--- src/rtl/stt_pkg.sv ---
// ----------------------------------------------------------------------------
// stt_pkg: shared definitions for the source text tokenizer
// Token kinds, scan modes, byte codes, keyword table and character classes.
// ----------------------------------------------------------------------------
`default_nettype none

package stt_pkg;

  // Widths and defaults
  localparam int KIND_W            = 5;
  localparam int LEN_W             = 8;
  localparam int OFFSET_BITS_DEF   = 20;
  localparam int KEYWORD_COUNT_DEF = 7;
  localparam int KW_SLOTS          = 16;
  localparam int QUEUE_DEPTH_DEF   = 4;
  localparam logic [LEN_W-1:0] MAX_LEN_RESET = 8'd32;

  // Token kinds
  localparam logic [KIND_W-1:0] KIND_IDENT  = 5'd0;
  localparam logic [KIND_W-1:0] KIND_NUMBER = 5'd1;
  localparam logic [KIND_W-1:0] KIND_CLASS  = 5'd2;
  localparam logic [KIND_W-1:0] KIND_ASSIGN = 5'd9;
  localparam logic [KIND_W-1:0] KIND_EQ     = 5'd10;
  localparam logic [KIND_W-1:0] KIND_LE     = 5'd11;
  localparam logic [KIND_W-1:0] KIND_GE     = 5'd12;
  localparam logic [KIND_W-1:0] KIND_NE     = 5'd13;
  localparam logic [KIND_W-1:0] KIND_LT     = 5'd14;
  localparam logic [KIND_W-1:0] KIND_GT     = 5'd15;
  localparam logic [KIND_W-1:0] KIND_PLUS   = 5'd16;
  localparam logic [KIND_W-1:0] KIND_MINUS  = 5'd17;
  localparam logic [KIND_W-1:0] KIND_STAR   = 5'd18;
  localparam logic [KIND_W-1:0] KIND_SLASH  = 5'd19;
  localparam logic [KIND_W-1:0] KIND_MOD    = 5'd20;
  localparam logic [KIND_W-1:0] KIND_NOT    = 5'd21;
  localparam logic [KIND_W-1:0] KIND_TILDE  = 5'd22;
  localparam logic [KIND_W-1:0] KIND_LPAR   = 5'd23;
  localparam logic [KIND_W-1:0] KIND_RPAR   = 5'd24;
  localparam logic [KIND_W-1:0] KIND_LBRACE = 5'd25;
  localparam logic [KIND_W-1:0] KIND_RBRACE = 5'd26;
  localparam logic [KIND_W-1:0] KIND_DOT    = 5'd27;
  localparam logic [KIND_W-1:0] KIND_COMMA  = 5'd28;
  localparam logic [KIND_W-1:0] KIND_SEMI   = 5'd29;
  localparam logic [KIND_W-1:0] KIND_END    = 5'd30;
  localparam logic [KIND_W-1:0] KIND_ERROR  = 5'd31;

  // Byte codes
  localparam logic [7:0] CH_NUL    = 8'h00;
  localparam logic [7:0] CH_TAB    = 8'h09;
  localparam logic [7:0] CH_LF     = 8'h0A;
  localparam logic [7:0] CH_CR     = 8'h0D;
  localparam logic [7:0] CH_SPACE  = 8'h20;
  localparam logic [7:0] CH_BANG   = 8'h21;
  localparam logic [7:0] CH_DOLLAR = 8'h24;
  localparam logic [7:0] CH_MOD    = 8'h25;
  localparam logic [7:0] CH_LPAR   = 8'h28;
  localparam logic [7:0] CH_RPAR   = 8'h29;
  localparam logic [7:0] CH_STAR   = 8'h2A;
  localparam logic [7:0] CH_PLUS   = 8'h2B;
  localparam logic [7:0] CH_COMMA  = 8'h2C;
  localparam logic [7:0] CH_MINUS  = 8'h2D;
  localparam logic [7:0] CH_DOT    = 8'h2E;
  localparam logic [7:0] CH_SLASH  = 8'h2F;
  localparam logic [7:0] CH_ZERO   = 8'h30;
  localparam logic [7:0] CH_NINE   = 8'h39;
  localparam logic [7:0] CH_SEMI   = 8'h3B;
  localparam logic [7:0] CH_LT     = 8'h3C;
  localparam logic [7:0] CH_EQ     = 8'h3D;
  localparam logic [7:0] CH_GT     = 8'h3E;
  localparam logic [7:0] CH_UP_A   = 8'h41;
  localparam logic [7:0] CH_UP_Z   = 8'h5A;
  localparam logic [7:0] CH_UNDER  = 8'h5F;
  localparam logic [7:0] CH_LO_A   = 8'h61;
  localparam logic [7:0] CH_LO_Z   = 8'h7A;
  localparam logic [7:0] CH_LBRACE = 8'h7B;
  localparam logic [7:0] CH_RBRACE = 8'h7D;
  localparam logic [7:0] CH_TILDE  = 8'h7E;

  // Scan modes
  typedef enum logic [8:0] {
    MODE_IDLE    = 9'b000000001,
    MODE_NUMBER  = 9'b000000010,
    MODE_NAME    = 9'b000000100,
    MODE_SLASH   = 9'b000001000,
    MODE_COMMENT = 9'b000010000,
    MODE_LT      = 9'b000100000,
    MODE_GT      = 9'b001000000,
    MODE_EQ      = 9'b010000000,
    MODE_BANG    = 9'b100000000
  } mode_t;

  // Valid flags for up to two tokens handed from the scanner to the output queue together
  typedef struct packed {
    logic first_valid;
    logic second_valid;
  } push_t;

  // Character classes
  function automatic logic is_digit(input logic [7:0] c);
    return c inside {[CH_ZERO:CH_NINE]};
  endfunction

  function automatic logic is_letter(input logic [7:0] c);
    return c inside {[CH_LO_A:CH_LO_Z], [CH_UP_A:CH_UP_Z], CH_UNDER, CH_DOLLAR};
  endfunction

  function automatic logic is_blank(input logic [7:0] c);
    return c inside {CH_SPACE, CH_LF, CH_TAB, CH_CR};
  endfunction

  // Kind of a one-byte operator; anything unknown is an error
  function automatic logic [KIND_W-1:0] op_kind(input logic [7:0] c);
    logic [KIND_W-1:0] k;
    case (c)
      CH_PLUS:   k = KIND_PLUS;
      CH_MINUS:  k = KIND_MINUS;
      CH_STAR:   k = KIND_STAR;
      CH_MOD:    k = KIND_MOD;
      CH_TILDE:  k = KIND_TILDE;
      CH_LPAR:   k = KIND_LPAR;
      CH_RPAR:   k = KIND_RPAR;
      CH_LBRACE: k = KIND_LBRACE;
      CH_RBRACE: k = KIND_RBRACE;
      CH_DOT:    k = KIND_DOT;
      CH_COMMA:  k = KIND_COMMA;
      CH_SEMI:   k = KIND_SEMI;
      default:   k = KIND_ERROR;
    endcase
    return k;
  endfunction

  // Keyword lengths; unused slots have length zero and never match
  function automatic logic [2:0] kw_len(input int k);
    logic [2:0] l;
    case (k)
      0:       l = 3'd5;
      1:       l = 3'd6;
      2:       l = 3'd7;
      3:       l = 3'd6;
      4:       l = 3'd3;
      5:       l = 3'd4;
      6:       l = 3'd5;
      default: l = 3'd0;
    endcase
    return l;
  endfunction

  // Keyword text, first byte in the top bits
  function automatic logic [63:0] kw_text(input int k);
    logic [63:0] t;
    case (k)
      0:       t = {"class",   24'h0};
      1:       t = {"public",  16'h0};
      2:       t = {"boolean",  8'h0};
      3:       t = {"double",  16'h0};
      4:       t = {"for",     40'h0};
      5:       t = {"true",    32'h0};
      6:       t = {"false",   24'h0};
      default: t = 64'h0;
    endcase
    return t;
  endfunction

  // Per-slot match of byte c at position i of the current name
  function automatic logic [KW_SLOTS-1:0] kw_match(input logic [LEN_W-1:0] i,
                                                   input logic [7:0] c);
    logic [KW_SLOTS-1:0] m;
    logic [63:0]         t;
    for (int k = 0; k < KW_SLOTS; k++) begin
      t    = kw_text(k);
      m[k] = (i < LEN_W'(kw_len(k))) && (t[8*(7-int'(i[2:0])) +: 8] == c);
    end
    return m;
  endfunction

endpackage

`default_nettype wire

--- src/rtl/stt_scan.sv ---
// ----------------------------------------------------------------------------
// stt_scan: byte register and token scanner
// Registers one text byte, then in a single pass updates the scan state and
// produces up to two tokens for the output queue.
// ----------------------------------------------------------------------------
`default_nettype none

module stt_scan #(
  parameter int OFFSET_BITS   = stt_pkg::OFFSET_BITS_DEF,
  parameter int KEYWORD_COUNT = stt_pkg::KEYWORD_COUNT_DEF,
  parameter int TOK_W         = stt_pkg::KIND_W + 2 * OFFSET_BITS + 1
) (
  input  wire logic                          clk,
  input  wire logic                          rst,
  input  wire logic                          text_valid,
  output logic                               text_ready,
  input  wire logic [7:0]                    text_byte,
  input  wire logic [stt_pkg::LEN_W-1:0]     max_len,
  input  wire logic                          room,
  output stt_pkg::push_t                     push,
  output logic [TOK_W-1:0]                   tok_first,
  output logic [TOK_W-1:0]                   tok_second
);

  localparam logic [OFFSET_BITS-1:0]   POS_MAX   = {OFFSET_BITS{1'b1}};
  localparam logic [KEYWORD_COUNT-1:0] ALL_FLAGS = {KEYWORD_COUNT{1'b1}};

  // Byte register
  logic       in_full;
  logic [7:0] in_byte;
  logic       advance;

  // Scan state
  stt_pkg::mode_t                mode, mode_next;
  logic [OFFSET_BITS-1:0]        pos, pos_next;
  logic [OFFSET_BITS-1:0]        tstart, tstart_next;
  logic [stt_pkg::LEN_W-1:0]     tlen, tlen_next;
  logic [KEYWORD_COUNT-1:0]      flags, flags_next;
  logic                          too_long, too_long_next;

  // Working signals
  logic [OFFSET_BITS-1:0]        cur, nx;
  logic [stt_pkg::KW_SLOTS-1:0]  match_cont, match_fresh;
  logic [KEYWORD_COUNT-1:0]      app_flags, fresh_flags;
  logic                          at_limit;
  logic [stt_pkg::KIND_W-1:0]    name_kind;
  logic                          has_a, has_b, do_idle;
  logic [stt_pkg::KIND_W-1:0]    kind_a, kind_b;
  logic [OFFSET_BITS-1:0]        end_a;
  logic [stt_pkg::KIND_W-1:0]    single_kind, pair_kind;
  logic [TOK_W-1:0]              tok_a, tok_b;

  assign advance    = in_full && room;
  assign text_ready = !in_full || advance;

  // Hold the byte until the queue has room for its tokens
  always_ff @(posedge clk) begin
    if (rst) begin
      in_full <= 1'b0;
    end else if (text_ready) begin
      in_full <= text_valid;
    end
    if (text_ready && text_valid) begin
      in_byte <= text_byte;
    end
  end

  // Offsets and keyword flags
  assign cur         = pos;
  assign nx          = (pos == POS_MAX) ? POS_MAX : pos + 1'b1;
  assign match_cont  = stt_pkg::kw_match(tlen, in_byte);
  assign match_fresh = stt_pkg::kw_match('0, in_byte);
  assign app_flags   = flags & match_cont[KEYWORD_COUNT-1:0];
  assign fresh_flags = match_fresh[KEYWORD_COUNT-1:0];
  assign at_limit    = tlen >= max_len;

  // Resolve a finished name: first keyword whose text and length agree; an overlong name is an error
  always_comb begin
    name_kind = stt_pkg::KIND_IDENT;
    for (int k = KEYWORD_COUNT - 1; k >= 0; k--) begin
      if (flags[k] && tlen == stt_pkg::LEN_W'(stt_pkg::kw_len(k))) begin
        name_kind = stt_pkg::KIND_W'(int'(stt_pkg::KIND_CLASS) + k);
      end
    end
    if (too_long) begin
      name_kind = stt_pkg::KIND_ERROR;
    end
  end

  // Operator pair kinds for the lookahead modes
  always_comb begin
    case (mode)
      stt_pkg::MODE_LT: begin
        single_kind = stt_pkg::KIND_LT;
        pair_kind   = stt_pkg::KIND_LE;
      end
      stt_pkg::MODE_GT: begin
        single_kind = stt_pkg::KIND_GT;
        pair_kind   = stt_pkg::KIND_GE;
      end
      stt_pkg::MODE_EQ: begin
        single_kind = stt_pkg::KIND_ASSIGN;
        pair_kind   = stt_pkg::KIND_EQ;
      end
      default: begin
        single_kind = stt_pkg::KIND_NOT;
        pair_kind   = stt_pkg::KIND_NE;
      end
    endcase
  end

  // One pass: close the pending token, then handle the byte from idle
  always_comb begin
    mode_next     = mode;
    pos_next      = nx;
    tstart_next   = tstart;
    tlen_next     = tlen;
    flags_next    = flags;
    too_long_next = too_long;
    has_a         = 1'b0;
    has_b         = 1'b0;
    do_idle       = 1'b0;
    kind_a        = stt_pkg::KIND_ERROR;
    kind_b        = stt_pkg::KIND_ERROR;
    end_a         = cur;

    case (mode)
      stt_pkg::MODE_NUMBER: begin
        if (stt_pkg::is_digit(in_byte)) begin
          flags_next    = app_flags;
          too_long_next = too_long || at_limit;
          tlen_next     = at_limit ? tlen : tlen + 1'b1;
        end else begin
          has_a   = 1'b1;
          kind_a  = too_long ? stt_pkg::KIND_ERROR : stt_pkg::KIND_NUMBER;
          do_idle = 1'b1;
        end
      end
      stt_pkg::MODE_NAME: begin
        if (stt_pkg::is_digit(in_byte) || stt_pkg::is_letter(in_byte)) begin
          flags_next    = app_flags;
          too_long_next = too_long || at_limit;
          tlen_next     = at_limit ? tlen : tlen + 1'b1;
        end else begin
          has_a   = 1'b1;
          kind_a  = name_kind;
          do_idle = 1'b1;
        end
      end
      stt_pkg::MODE_SLASH: begin
        if (in_byte == stt_pkg::CH_SLASH) begin
          mode_next = stt_pkg::MODE_COMMENT;
        end else begin
          has_a   = 1'b1;
          kind_a  = (max_len == '0) ? stt_pkg::KIND_ERROR : stt_pkg::KIND_SLASH;
          do_idle = 1'b1;
        end
      end
      stt_pkg::MODE_COMMENT: begin
        if (in_byte == stt_pkg::CH_LF) begin
          mode_next = stt_pkg::MODE_IDLE;
        end else if (in_byte == stt_pkg::CH_NUL) begin
          do_idle = 1'b1;
        end
      end
      stt_pkg::MODE_LT, stt_pkg::MODE_GT, stt_pkg::MODE_EQ, stt_pkg::MODE_BANG: begin
        has_a = 1'b1;
        if (in_byte == stt_pkg::CH_EQ) begin
          kind_a        = (max_len < 8'd2) ? stt_pkg::KIND_ERROR : pair_kind;
          end_a         = nx;
          mode_next     = stt_pkg::MODE_IDLE;
          tstart_next   = cur;
          tlen_next     = '0;
          too_long_next = 1'b0;
          flags_next    = ALL_FLAGS;
        end else begin
          kind_a  = (max_len == '0) ? stt_pkg::KIND_ERROR : single_kind;
          do_idle = 1'b1;
        end
      end
      default: begin
        do_idle = 1'b1;
      end
    endcase

    // Start a fresh token at this byte
    if (do_idle) begin
      mode_next     = stt_pkg::MODE_IDLE;
      tstart_next   = cur;
      tlen_next     = '0;
      too_long_next = 1'b0;
      flags_next    = ALL_FLAGS;
      if (stt_pkg::is_blank(in_byte)) begin
        mode_next = stt_pkg::MODE_IDLE;
      end else if (stt_pkg::is_digit(in_byte) || stt_pkg::is_letter(in_byte)) begin
        mode_next     = stt_pkg::is_digit(in_byte) ? stt_pkg::MODE_NUMBER
                                                   : stt_pkg::MODE_NAME;
        flags_next    = fresh_flags;
        too_long_next = (max_len == '0);
        tlen_next     = (max_len == '0) ? '0 : stt_pkg::LEN_W'(1);
      end else begin
        case (in_byte)
          stt_pkg::CH_SLASH: mode_next = stt_pkg::MODE_SLASH;
          stt_pkg::CH_LT:    mode_next = stt_pkg::MODE_LT;
          stt_pkg::CH_GT:    mode_next = stt_pkg::MODE_GT;
          stt_pkg::CH_EQ:    mode_next = stt_pkg::MODE_EQ;
          stt_pkg::CH_BANG:  mode_next = stt_pkg::MODE_BANG;
          stt_pkg::CH_NUL: begin
            // End of text: rewind for the next text
            has_b       = 1'b1;
            kind_b      = stt_pkg::KIND_END;
            pos_next    = '0;
            tstart_next = '0;
          end
          default: begin
            has_b  = 1'b1;
            kind_b = (max_len == '0) ? stt_pkg::KIND_ERROR
                                     : stt_pkg::op_kind(in_byte);
          end
        endcase
      end
    end
  end

  // Pack tokens; the last one of this byte carries the run mark
  assign tok_a = {kind_a, tstart, end_a, !has_b};
  assign tok_b = {kind_b, cur, nx, 1'b1};

  always_comb begin
    push.first_valid  = advance && (has_a || has_b);
    push.second_valid = advance && has_a && has_b;
    tok_first         = has_a ? tok_a : tok_b;
    tok_second        = tok_b;
  end

  // Advance scan state on each byte taken
  always_ff @(posedge clk) begin
    if (rst) begin
      mode     <= stt_pkg::MODE_IDLE;
      pos      <= '0;
      tstart   <= '0;
      tlen     <= '0;
      flags    <= ALL_FLAGS;
      too_long <= 1'b0;
    end else if (advance) begin
      mode     <= mode_next;
      pos      <= pos_next;
      tstart   <= tstart_next;
      tlen     <= tlen_next;
      flags    <= flags_next;
      too_long <= too_long_next;
    end
  end

  // Checks
  a_second_needs_first: assert property (@(posedge clk) disable iff (rst)
    push.second_valid |-> push.first_valid)
    else $error("second token pushed without a first");

  a_nul_gives_token: assert property (@(posedge clk) disable iff (rst)
    advance && in_byte == stt_pkg::CH_NUL |-> push.first_valid)
    else $error("end of text produced no token");

  a_nul_rewinds: assert property (@(posedge clk) disable iff (rst)
    advance && in_byte == stt_pkg::CH_NUL |=> pos == '0 && mode == stt_pkg::MODE_IDLE)
    else $error("end of text did not rewind the scanner");

endmodule

`default_nettype wire

--- src/rtl/stt_outq.sv ---
// ----------------------------------------------------------------------------
// stt_outq: token output queue
// Small register queue that takes up to two tokens a cycle while it has room and hands out one.
// ----------------------------------------------------------------------------
`default_nettype none

module stt_outq #(
  parameter int WIDTH = 46,
  parameter int DEPTH = stt_pkg::QUEUE_DEPTH_DEF
) (
  input  wire logic             clk,
  input  wire logic             rst,
  input  wire stt_pkg::push_t   push,
  input  wire logic [WIDTH-1:0] din_first,
  input  wire logic [WIDTH-1:0] din_second,
  output logic                  room,
  output logic                  dout_valid,
  input  wire logic             dout_ready,
  output logic [WIDTH-1:0]      dout
);

  localparam int PTR_W = $clog2(DEPTH);
  localparam int CNT_W = $clog2(DEPTH + 1);

  logic [WIDTH-1:0] entry [DEPTH];
  logic [PTR_W-1:0] head, tail, tail_plus;
  logic [CNT_W-1:0] count;
  logic             pop;

  function automatic logic [PTR_W-1:0] ptr_inc(input logic [PTR_W-1:0] p);
    return (p == PTR_W'(DEPTH - 1)) ? '0 : p + 1'b1;
  endfunction

  assign tail_plus  = ptr_inc(tail);
  assign room       = count <= CNT_W'(DEPTH - 2);
  assign dout_valid = count != '0;
  assign pop        = dout_valid && dout_ready;
  assign dout       = entry[head];

  // Store incoming tokens at the tail
  always_ff @(posedge clk) begin
    if (push.first_valid) begin
      entry[tail] <= din_first;
    end
    if (push.second_valid) begin
      entry[tail_plus] <= din_second;
    end
  end

  // Advance pointers and occupancy
  always_ff @(posedge clk) begin
    if (rst) begin
      head  <= '0;
      tail  <= '0;
      count <= '0;
    end else begin
      if (pop) begin
        head <= ptr_inc(head);
      end
      if (push.second_valid) begin
        tail <= ptr_inc(tail_plus);
      end else if (push.first_valid) begin
        tail <= tail_plus;
      end
      count <= count + CNT_W'(push.first_valid) + CNT_W'(push.second_valid)
             - CNT_W'(pop);
    end
  end

  // Checks
  a_push_has_room: assert property (@(posedge clk) disable iff (rst)
    push.first_valid |-> count <= CNT_W'(DEPTH - 2))
    else $error("tokens pushed into a full queue");

  a_count_bound: assert property (@(posedge clk) disable iff (rst)
    count <= CNT_W'(DEPTH))
    else $error("queue occupancy out of range");

endmodule

`default_nettype wire

--- src/rtl/source_text_tokenizer.sv ---
// ----------------------------------------------------------------------------
// source_text_tokenizer: streaming lexer for source text
// Splits a byte stream into tokens with kind and start/end byte offsets.
//
//   channel   direction  handshake                 payload
//   text      in         text_valid / text_ready   text_byte
//   token     out        token_valid / token_ready token_kind, start_offset,
//                                                  end_offset, last_of_run
//   cfg       in         cfg_write (no wait)       cfg_data = max token length
//
// One byte is taken per cycle while the output queue has room. A byte gives
// zero, one or two tokens; the token port moves one per cycle while
// token_ready is high, so a run of bytes that each close a token and start
// another is held back once the queue fills. A taken byte waits in the byte
// register, and its tokens are written to the queue and offered from there.
// Reset is synchronous and needs no clearing pass.
// ----------------------------------------------------------------------------
`default_nettype none

module source_text_tokenizer #(
  parameter int OFFSET_BITS   = stt_pkg::OFFSET_BITS_DEF,
  parameter int KEYWORD_COUNT = stt_pkg::KEYWORD_COUNT_DEF
) (
  input  wire logic                         clk,
  input  wire logic                         rst,
  input  wire logic                         text_valid,
  output logic                              text_ready,
  input  wire logic [7:0]                   text_byte,
  output logic                              token_valid,
  input  wire logic                         token_ready,
  output logic [stt_pkg::KIND_W-1:0]        token_kind,
  output logic [OFFSET_BITS-1:0]            start_offset,
  output logic [OFFSET_BITS-1:0]            end_offset,
  output logic                              last_of_run,
  input  wire logic                         cfg_write,
  input  wire logic [stt_pkg::LEN_W-1:0]    cfg_data
);

  localparam int TOK_W = stt_pkg::KIND_W + 2 * OFFSET_BITS + 1;

  logic [stt_pkg::LEN_W-1:0] max_len;
  logic                      room;
  stt_pkg::push_t            push;
  logic [TOK_W-1:0]          tok_first, tok_second, tok_out;

  // Hold the length limit register
  always_ff @(posedge clk) begin
    if (rst) begin
      max_len <= stt_pkg::MAX_LEN_RESET;
    end else if (cfg_write) begin
      max_len <= cfg_data;
    end
  end

  stt_scan #(
    .OFFSET_BITS   (OFFSET_BITS),
    .KEYWORD_COUNT (KEYWORD_COUNT),
    .TOK_W         (TOK_W)
  ) u_scan (
    .clk        (clk),
    .rst        (rst),
    .text_valid (text_valid),
    .text_ready (text_ready),
    .text_byte  (text_byte),
    .max_len    (max_len),
    .room       (room),
    .push       (push),
    .tok_first  (tok_first),
    .tok_second (tok_second)
  );

  stt_outq #(
    .WIDTH (TOK_W),
    .DEPTH (stt_pkg::QUEUE_DEPTH_DEF)
  ) u_outq (
    .clk        (clk),
    .rst        (rst),
    .push       (push),
    .din_first  (tok_first),
    .din_second (tok_second),
    .room       (room),
    .dout_valid (token_valid),
    .dout_ready (token_ready),
    .dout       (tok_out)
  );

  // Split the queued token into its fields
  assign token_kind   = tok_out[TOK_W-1 -: stt_pkg::KIND_W];
  assign start_offset = tok_out[2*OFFSET_BITS -: OFFSET_BITS];
  assign end_offset   = tok_out[OFFSET_BITS -: OFFSET_BITS];
  assign last_of_run  = tok_out[0];

endmodule

`default_nettype wire

--- config.mk ---
export PLATFORM = sky130hd
export DESIGN_NAME = source_text_tokenizer
export DESIGN_NICKNAME = d
export VERILOG_FILES = /design/src/rtl/stt_pkg.sv /design/src/rtl/stt_scan.sv /design/src/rtl/stt_outq.sv /design/src/rtl/source_text_tokenizer.sv
export SDC_FILE = /design/constraint.sdc
export NUM_CORES = 1
export LEC_CHECK = 0
export ABC_AREA = 1
export BUFFER_PORTS_ARGS = -buffer_cell sky130_fd_sc_hd__buf_2
export CAP_MARGIN = 20
export CORE_MARGIN = 5
export CORE_UTILIZATION = 63
export DETAILED_ROUTE_END_ITERATION = 8
export PLACE_DENSITY_LB_ADDON = 0.08
export SETUP_SLACK_MARGIN = 0.5
export SYNTH_ARGS = -nofsm -noshare
export SYNTH_HDL_FRONTEND = slang
export SYNTH_HIERARCHICAL = 1
export SYNTH_SLANG_ARGS = --single-unit
export TNS_END_PERCENT = 10
--- constraint.sdc ---
create_clock -name clk -period 6.4 [get_ports clk]
set_input_delay 0.64 -clock clk [delete_from_list [all_inputs] [get_ports clk]]
set_output_delay 0.64 -clock clk [all_outputs]
set_load 0.005 [all_outputs]
==> results.sh, run 1 <==
export IMPL_htree_levels=1
export IMPL_yosys_most_used_dff="sky130_fd_sc_hd__edfxtp_1"
export IMPL_start_kind="register"
export IMPL_drc_violations=0
export IMPL_grt_use_met3_pct=3.37
export IMPL_chipWidth_um=170
export IMPL_drv_slew=0
export IMPL_area_growth_pct=8.07
export IMPL_clk_pin_slew_worst_paths_ns=0.07
export IMPL_maxCapViolations=0
export IMPL_r2r_slack_ns=1.79
export IMPL_r2r_end="u_outq/entry[1][33]"
export IMPL_timing_fmax_mhz=217
export IMPL_synth_yosys_warnings=6
export IMPL_grt_setup_unrepaired="no"
export IMPL_fp_dieH_um=170
export IMPL_worst_ir_drop_vdd_mv=0.439
export IMPL_reg2regPathDepth=13
export IMPL_finalNetCount=2158
export IMPL_drive_gt1_share_pct=9.89
export IMPL_cts_tree="done"
export IMPL_worst_slew_pin_transition_ns=1.08
export IMPL_endpoint_kind="register"
export IMPL_floorplan_rows=58
export IMPL_syn_instance_count=2108
export IMPL_critical_path_max_fanout=48
export IMPL_first_iter_violations=2128
export IMPL_drt_vias_per_instance=6.11
export IMPL_ant_nets=0
export IMPL_grt_overflow_total=0
export IMPL_grt_pass1_wl_um=74400
export IMPL_arrival_ns=4.87
export IMPL_ctsLongestPathBuffers=3
export IMPL_min_to="u_scan/in_byte[1]"
export IMPL_synth_seq_cells=275
export IMPL_pin_count_of_the_biggest_net_entering_global_routing=93
export IMPL_cts_made_buffers=30
export IMPL_cts_setup_buffers=0
export IMPL_post_cts_resized=0
export IMPL_setup_viol_count_final=0
export IMPL_initial_core_util_pct=64.2
export IMPL_relative_slew_slack_pct=27.9
export IMPL_clock_sinks=275
export IMPL_finalNonFillerCells=2464
export IMPL_met2_usage_pct=51.0
export IMPL_antenna_found_initial=0
export IMPL_dieArea_um2=29000
export IMPL_clock_tree_root_cell="sky130_fd_sc_hd__clkbuf_16"
export IMPL_power_density_nw_per_um2=336
export IMPL_dp_cells=2407
export IMPL_number_of_global_route_vias_before_repair=13950
export IMPL_yosys_cell_types_count=51
export IMPL_hp_start="text_byte[1]"
export IMPL_setup_tns_ns=0
export IMPL_route_vias_total=15043
export IMPL_timing_critical_path_from="u_scan/in_byte[1]"
export IMPL_total_wire_length_after_detailed_routing_um=46200
export IMPL_finalCritPeriodShare_pct=72.0
export IMPL_placeableCoreArea_um2=25300
export IMPL_cts_hold_buf=0
export IMPL_insertion_delay_ns=0.57
export IMPL_post_drt_wl_per_cell_um=18.8
export IMPL_dp_hpwl_um=30700
export IMPL_min_path_cells=1
export IMPL_finalWeightedCongestion=0.940
export IMPL_critPathRequiredTime_ns=6.66
export IMPL_reg_to_reg_startpoint="u_scan/in_byte[1]"
export IMPL_fin_crit_ns=4.61
export IMPL_synth_top_cell_area_share_pct=35.6
export IMPL_groute_layer_met1_usage_pct=47.0
export IMPL_syn_avg_cell_area_um2=7.69
export IMPL_async_reset_ff_share_pct=0
export IMPL_global_route_peak_usage_layer="met2"
export IMPL_cellLeakagePower_nw=6.75
export IMPL_grt_use_total_pct=31.8
export IMPL_antenna_cells_inserted=0
export IMPL_min_delay_path_class="in2reg"
export IMPL_setup_worst_path_class="reg2reg"
export IMPL_finalClockSkew_ns=0.0180
export IMPL_synth_yosys_seq_area_share_pct=45.8
export IMPL_io_pins=69
export IMPL_synth_enable_flop_cells=192
export IMPL_netlist_top_cell_by_area="sky130_fd_sc_hd__edfxtp_1"
export IMPL_portBuffers=68
export IMPL_final_hold_fails=0
export IMPL_synthTopCellsByArea="sky130_fd_sc_hd__edfxtp_1 36%, sky130_fd_sc_hd__nand2_1 11%, sky130_fd_sc_hd__dfxtp_1 10%"
export IMPL_mappedNetlistArea_um2=16200
export IMPL_drt_pre_antenna_iters=7
export IMPL_fillerInstances=2116
export IMPL_outcome="finished clean"
==> kinds of logic (layout without fill, tap and decap cells) <==
kind of cell	count (synthesis)	in the layout	share of synthesized area (%)
buffers and inverters	327	352	9.09
AOI/OAI and AO/OA	516	516	16.8
adders and majority gates	27	27	2.18
xor gates and xnor gates	29	29	1.57
DFF	275	275	45.8
other	1	2	0.0231
and+or+nand+nor	933	933	24.5
==> state kept, by name, indices dropped and copies added (netlist names), 3 cells and up, named ones only <==
| name | flops |
|---|---|
| u_outq/entry | 184 |
| u_scan/cur | 20 |
| u_scan/tstart | 20 |
| u_scan/mode | 9 |
| max_len | 8 |
| u_scan/in_byte | 8 |
| u_scan/tlen | 8 |
| u_scan/flags | 7 |
| u_outq/count | 3 |
==> routing by layer <==
metal	vias up	routed length, um
met3	88	4600
met4	0	796
met2	861	21500
li1	7077	-
met1	7017	19400
met5	-	0
==> worst max-delay path: stages (launching register included) <==
cell and delay (ns):
sky130_fd_sc_hd__edfxtp_1 0.66, sky130_fd_sc_hd__clkinv_2 0.28, sky130_fd_sc_hd__a21oi_1 0.20, sky130_fd_sc_hd__nor2_1 0.13, sky130_fd_sc_hd__a21oi_1 0.24, sky130_fd_sc_hd__a21oi_4 0.12
sky130_fd_sc_hd__nand2_1 0.07, sky130_fd_sc_hd__buf_4 0.42, sky130_fd_sc_hd__inv_2 0.11, sky130_fd_sc_hd__or2_1 0.30, sky130_fd_sc_hd__nor2_1 0.60, sky130_fd_sc_hd__nand2_2 0.12
sky130_fd_sc_hd__nand2_2 0.65, sky130_fd_sc_hd__buf_4 0.36
==> Yosys cell counts, types with 3 or more instances <==
cell type	n
sky130_fd_sc_hd__nand2_1	494
sky130_fd_sc_hd__o21ai_0	292
sky130_fd_sc_hd__nor2_1	240
sky130_fd_sc_hd__edfxtp_1	192
sky130_fd_sc_hd__inv_1	190
sky130_fd_sc_hd__nand3_1	89
sky130_fd_sc_hd__a21oi_1	85
sky130_fd_sc_hd__dfxtp_1	83
sky130_fd_sc_hd__o21ai_1	66
sky130_fd_sc_hd__o22ai_1	48
sky130_fd_sc_hd__clkbuf_1	33
sky130_fd_sc_hd__buf_2	32
sky130_fd_sc_hd__nor3_1	31
sky130_fd_sc_hd__xor2_1	29
sky130_fd_sc_hd__ha_1	25
sky130_fd_sc_hd__nand4_1	24
sky130_fd_sc_hd__buf_4	21
sky130_fd_sc_hd__inv_2	15
sky130_fd_sc_hd__buf_6	14
sky130_fd_sc_hd__clkbuf_2	14
sky130_fd_sc_hd__nor2_2	12
sky130_fd_sc_hd__nand2_2	9
sky130_fd_sc_hd__nand3_2	8
sky130_fd_sc_hd__nor4_1	5
sky130_fd_sc_hd__a31oi_1	4
sky130_fd_sc_hd__clkinv_1	4
sky130_fd_sc_hd__nand3b_1	4
sky130_fd_sc_hd__nor2_4	4
sky130_fd_sc_hd__o211ai_1	4
sky130_fd_sc_hd__o21a_1	3
sky130_fd_sc_hd__o41ai_1	3
sky130_fd_sc_hd__or2_2	3
==> final cells by class <==
cell class	count	area (um^2)	share of cell area, %
Clock inverter	18	251	1.44
Sequential cell	275	7430	42.4
Tap cell	330	413	2.36
Inverter	212	801	4.57
Clock buffer	38	801	4.57
Timing Repair Buffer	84	480	2.74
Multi-Input combinational cell	1507	7350	41.9
==> cell usage in the layout, fill, tap and decap left out, drive strengths merged, types with 4 or more instances in the layout <==
| cell type | Yosys | layout |
|---|---|---|
| a31oi | 4 | 4 |
| nand3b | 4 | 4 |
| nor3 | 33 | 33 |
| nand4 | 26 | 26 |
| o211ai | 4 | 4 |
| nor2 | 258 | 258 |
| dfxtp | 83 | 83 |
| o21ai | 358 | 358 |
| or2 | 4 | 4 |
| xor2 | 29 | 29 |
| nand3 | 99 | 99 |
| nor4 | 5 | 5 |
| edfxtp | 192 | 192 |
| nand2 | 503 | 503 |
| ha | 25 | 25 |
| a21oi | 87 | 87 |
| inv | 206 | 208 |
| bufinv | 0 | 5 |
| o22ai | 48 | 48 |
| clkinv | 6 | 15 |
| buf | 68 | 84 |
| clkbuf | 47 | 38 |
==> power by group <==
part / leakage (nW) / total [mW] / switching [mW] / internal, mW
Clock: 0.512 / 1.83 / 0.737 / 1.09
Sequential: 2.44 / 2.21 / 0.127 / 2.09
Combinational: 3.80 / 1.85 / 1.26 / 0.591
Total: 6.75 / 5.89 / 2.12 / 3.77
==> worst max path at each step <==
stage,end,slack [ns],cells past startpoint
after global placement,u_outq/entry[2][23],1.93,13
final,u_outq/entry[1][33],1.79,13
after detailed placement,u_outq/entry[1][10],1.85,13
after CTS,u_outq/entry[1][27],1.84,13
after global routing,u_outq/entry[1][6],1.47,16
after floorplan,u_outq/entry[3][0],0.64,15
==> per-stage QoR <==
step	util [%]	worst slack [ns]	hold WS [ns]	total power, mW	instance area, um^2
final	69.4	1.79	0.239	5.89	17500
after floorplan	-	0.639	0.441	3.49	16200
after detailed placement	65.1	1.85	0.457	4.05	16400
after global placement	65.1	1.93	0.451	4.01	16400
after global routing	69.4	1.47	0.233	6.21	17500
after CTS	69.3	1.84	0.227	5.86	17500
Power figures use the tool's default switching activity.
==> inputs of run 2 (changes only) <==
==> constraint.sdc (replaced) <==
create_clock -name clk -period 4.8 [get_ports clk]
set_input_delay 0.48 -clock clk [delete_from_list [all_inputs] [get_ports clk]]
set_output_delay 0.48 -clock clk [all_outputs]
set_load 0.005 [all_outputs]
==> run 2 against run 1 <==
  * Maximum frequency up 13%
  * Clock skew fell by 0.00057 ns
  * Final cell count increased by 0.37%
  * Critical path type unchanged
  * Largest cell class unchanged
==> results.sh, run 2 (synthesis gave the netlist of run 1 again) <==
export IMPL_pre_cts_slack_ns=0.626
export IMPL_power_frac_clock_pct=28.2
export IMPL_number_of_global_route_vias_before_repair=13722
export IMPL_fp_dieH_um=170
export IMPL_antenna_cells_inserted=0
export IMPL_grt_use_total_pct=31.4
export IMPL_ctsLongestPathBuffers=3
export IMPL_hp_start="text_byte[2]"
export IMPL_critical_path_slowest_cell="sky130_fd_sc_hd__buf_4"
export IMPL_ant_nets=0
export IMPL_post_drt_wl_per_cell_um=18.7
export IMPL_timing_critical_path_from="u_scan/in_byte[3]"
export IMPL_seq_power_share_pct=38.6
export IMPL_finalWeightedCongestion=0.993
export IMPL_cp_num_buf_inv=4
export IMPL_cpLargestDelayFamily="buffers and inverters"
export IMPL_route_vias_total=14812
export IMPL_setup_worst_path_class="reg2reg"
export IMPL_cts_setup_buffers=0
export IMPL_cellLeakagePower_nw=6.75
export IMPL_finalCritPeriodShare_pct=84.7
export IMPL_drv_slew=0
export IMPL_final_hold_fails=0
export IMPL_area_growth_pct=8.09
export IMPL_post_route_cell_area_um2=17500
export IMPL_clock_sinks=275
export IMPL_power_share_combinational_pct=33.2
export IMPL_r2r_slack_ns=0.74
export IMPL_htree_levels=1
export IMPL_dp_hpwl_um=31200
export IMPL_dp_cells=2418
export IMPL_post_route_worst_setup_slack_ns=0.737
export IMPL_setup_viol_count_final=0
export IMPL_initial_core_util_pct=64.2
export IMPL_critPathRequiredTime_ns=5.06
export IMPL_chipWidth_um=170
export IMPL_p_int_mw=4.80
export IMPL_relative_slew_slack_pct=32.6
export IMPL_insertion_delay_ns=0.57
export IMPL_worst_slew_pin_transition_ns=1.01
export IMPL_worst_ir_drop_vdd_mv=0.645
export IMPL_largest_register="u_outq/entry"
export IMPL_pin_count_of_the_biggest_net_entering_global_routing=94
export IMPL_critical_path_s_most_frequent_cell="sky130_fd_sc_hd__nor2_1"
export IMPL_total_wire_length_after_detailed_routing_um=46300
export IMPL_hold_worst_slack_ns=0.0956
export IMPL_antenna_found_initial=0
export IMPL_maxCapViolations=0
export IMPL_largest_reg_flops=184
export IMPL_reg_to_reg_startpoint="u_scan/in_byte[3]"
export IMPL_finalClockSkew_ns=0.0175
export IMPL_netSwitchingFraction_pct=36.7
export IMPL_cts_tree="done"
export IMPL_drc_violations=0
export IMPL_drt_vias_per_instance=5.99
export IMPL_drt_pre_antenna_iters=6
export IMPL_clock_tree_root_cell="sky130_fd_sc_hd__clkbuf_16"
export IMPL_grt_overflow_total=0
export IMPL_endpoint_kind="register"
export IMPL_io_pins=69
export IMPL_min_delay_path_class="in2reg"
export IMPL_cts_made_buffers=30
export IMPL_outcome="finished clean"
export IMPL_first_iter_violations=1935
export IMPL_finalNonFillerCells=2473
export IMPL_dieArea_um2=29000
export IMPL_critical_path_max_stage_delay_ns=0.70
export IMPL_final_common_cell="sky130_fd_sc_hd__nand2_1"
export IMPL_setup_tns_ns=0
export IMPL_fin_crit_ns=4.06
export IMPL_drive_gt1_share_pct=9.80
export IMPL_dpl_instance_area_um2=16600
export IMPL_clk_pin_slew_worst_paths_ns=0.06
export IMPL_arrival_ns=4.33
export IMPL_power_density_nw_per_um2=433
export IMPL_placeableCoreArea_um2=25300
export IMPL_finalNetCount=2169
export IMPL_netSwitchingPower_mw=2.78
export IMPL_grt_pass1_wl_um=73000
export IMPL_floorplan_rows=58
export IMPL_portBuffers=68
export IMPL_start_kind="register"
export IMPL_timing_fmax_mhz=246
export IMPL_mostFrequentLayoutCells="487 x sky130_fd_sc_hd__nand2_1, 291 x sky130_fd_sc_hd__o21ai_0, 238 x sky130_fd_sc_hd__nor2_1, 192 x sky130_fd_sc_hd__edfxtp_1, 190 x sky130_fd_sc_hd__inv_1"
export IMPL_crit_chain="clkinv_1 -> nor2_1 -> nand2_1 -> nor2_1 -> a31oi_1 -> o41ai_1 -> inv_1 -> nand4_1 -> or2_1 -> nor2_1 -> buf_4 -> nand2_2 -> buf_4 -> o21ai_0"
export IMPL_grt_setup_unrepaired="yes"
export IMPL_critical_path_max_fanout=92
-- run 2: timing repair --
item                                    4_1_cts  5_1_grt
gates resized for setup                       0        3
endpoints found under the setup margin        0        8
hold buffers                                  0        0
-- run 2: final timing paths --
check | to | cells after the start
setup / recovery | u_outq/entry[0][24] | 14
hold / removal | u_scan/in_byte[2] | 1
setup reg to reg | u_outq/entry[0][24] | 14
hold reg to reg | u_scan/tstart[4] | 2
-- run 2: area by class of cell --
| type | instances | area (um^2) |
|---|---|---|
| timing repair buffer | 95 | 622 |
| clock inverter | 13 | 114 |
| clock buffer | 41 | 792 |
| inverter | 212 | 801 |
| tap | 330 | 413 |
| fill | 2041 | 7730 |
| multi-input combinational | 1507 | 7360 |
| sequential | 275 | 7430 |
-- run 2: worst reg2reg max path, cell delays in order, from the launching register on --
cell and delay, ns:
sky130_fd_sc_hd__edfxtp_1 0.60, sky130_fd_sc_hd__clkinv_1 0.35, sky130_fd_sc_hd__nor2_1 0.35, sky130_fd_sc_hd__nand2_1 0.15
sky130_fd_sc_hd__nor2_1 0.21, sky130_fd_sc_hd__a31oi_1 0.07, sky130_fd_sc_hd__o41ai_1 0.07, sky130_fd_sc_hd__inv_1 0.14
sky130_fd_sc_hd__nand4_1 0.16, sky130_fd_sc_hd__or2_1 0.27, sky130_fd_sc_hd__nor2_1 0.09, sky130_fd_sc_hd__buf_4 0.20
sky130_fd_sc_hd__nand2_2 0.09, sky130_fd_sc_hd__buf_4 0.70, sky130_fd_sc_hd__o21ai_0 0.33
-- run 2: layer usage --
metal | global-route usage, % | share of wire [%] | vias to the layer above
met5 | 0 | 0 | -
met4 | 8.19 | 2.2 | 0
met3 | 5.74 | 10 | 88
met2 | 49.0 | 45 | 774
met1 | 45.5 | 43 | 6876
li1 | - | - | 7074
-- run 2: power groups by stage --
stage                     registers (mW)  clock network (mW)  logic [mW]
after floorplan                     2.92                   0        1.74
after global placement              2.97                   0        2.44
after detailed placement            2.98                   0        2.47
after CTS                           2.93                2.16        2.48
after global routing                2.95                2.27        2.80
final                               2.93                2.14        2.52
-- run 2: per-stage QoR --
stage	total power, mW	utilization (%)
after floorplan	4.66	-
after global placement	5.40	65.7
after detailed placement	5.44	65.7
after CTS	7.57	69.3
after global routing	8.02	69.4
final	7.59	69.4
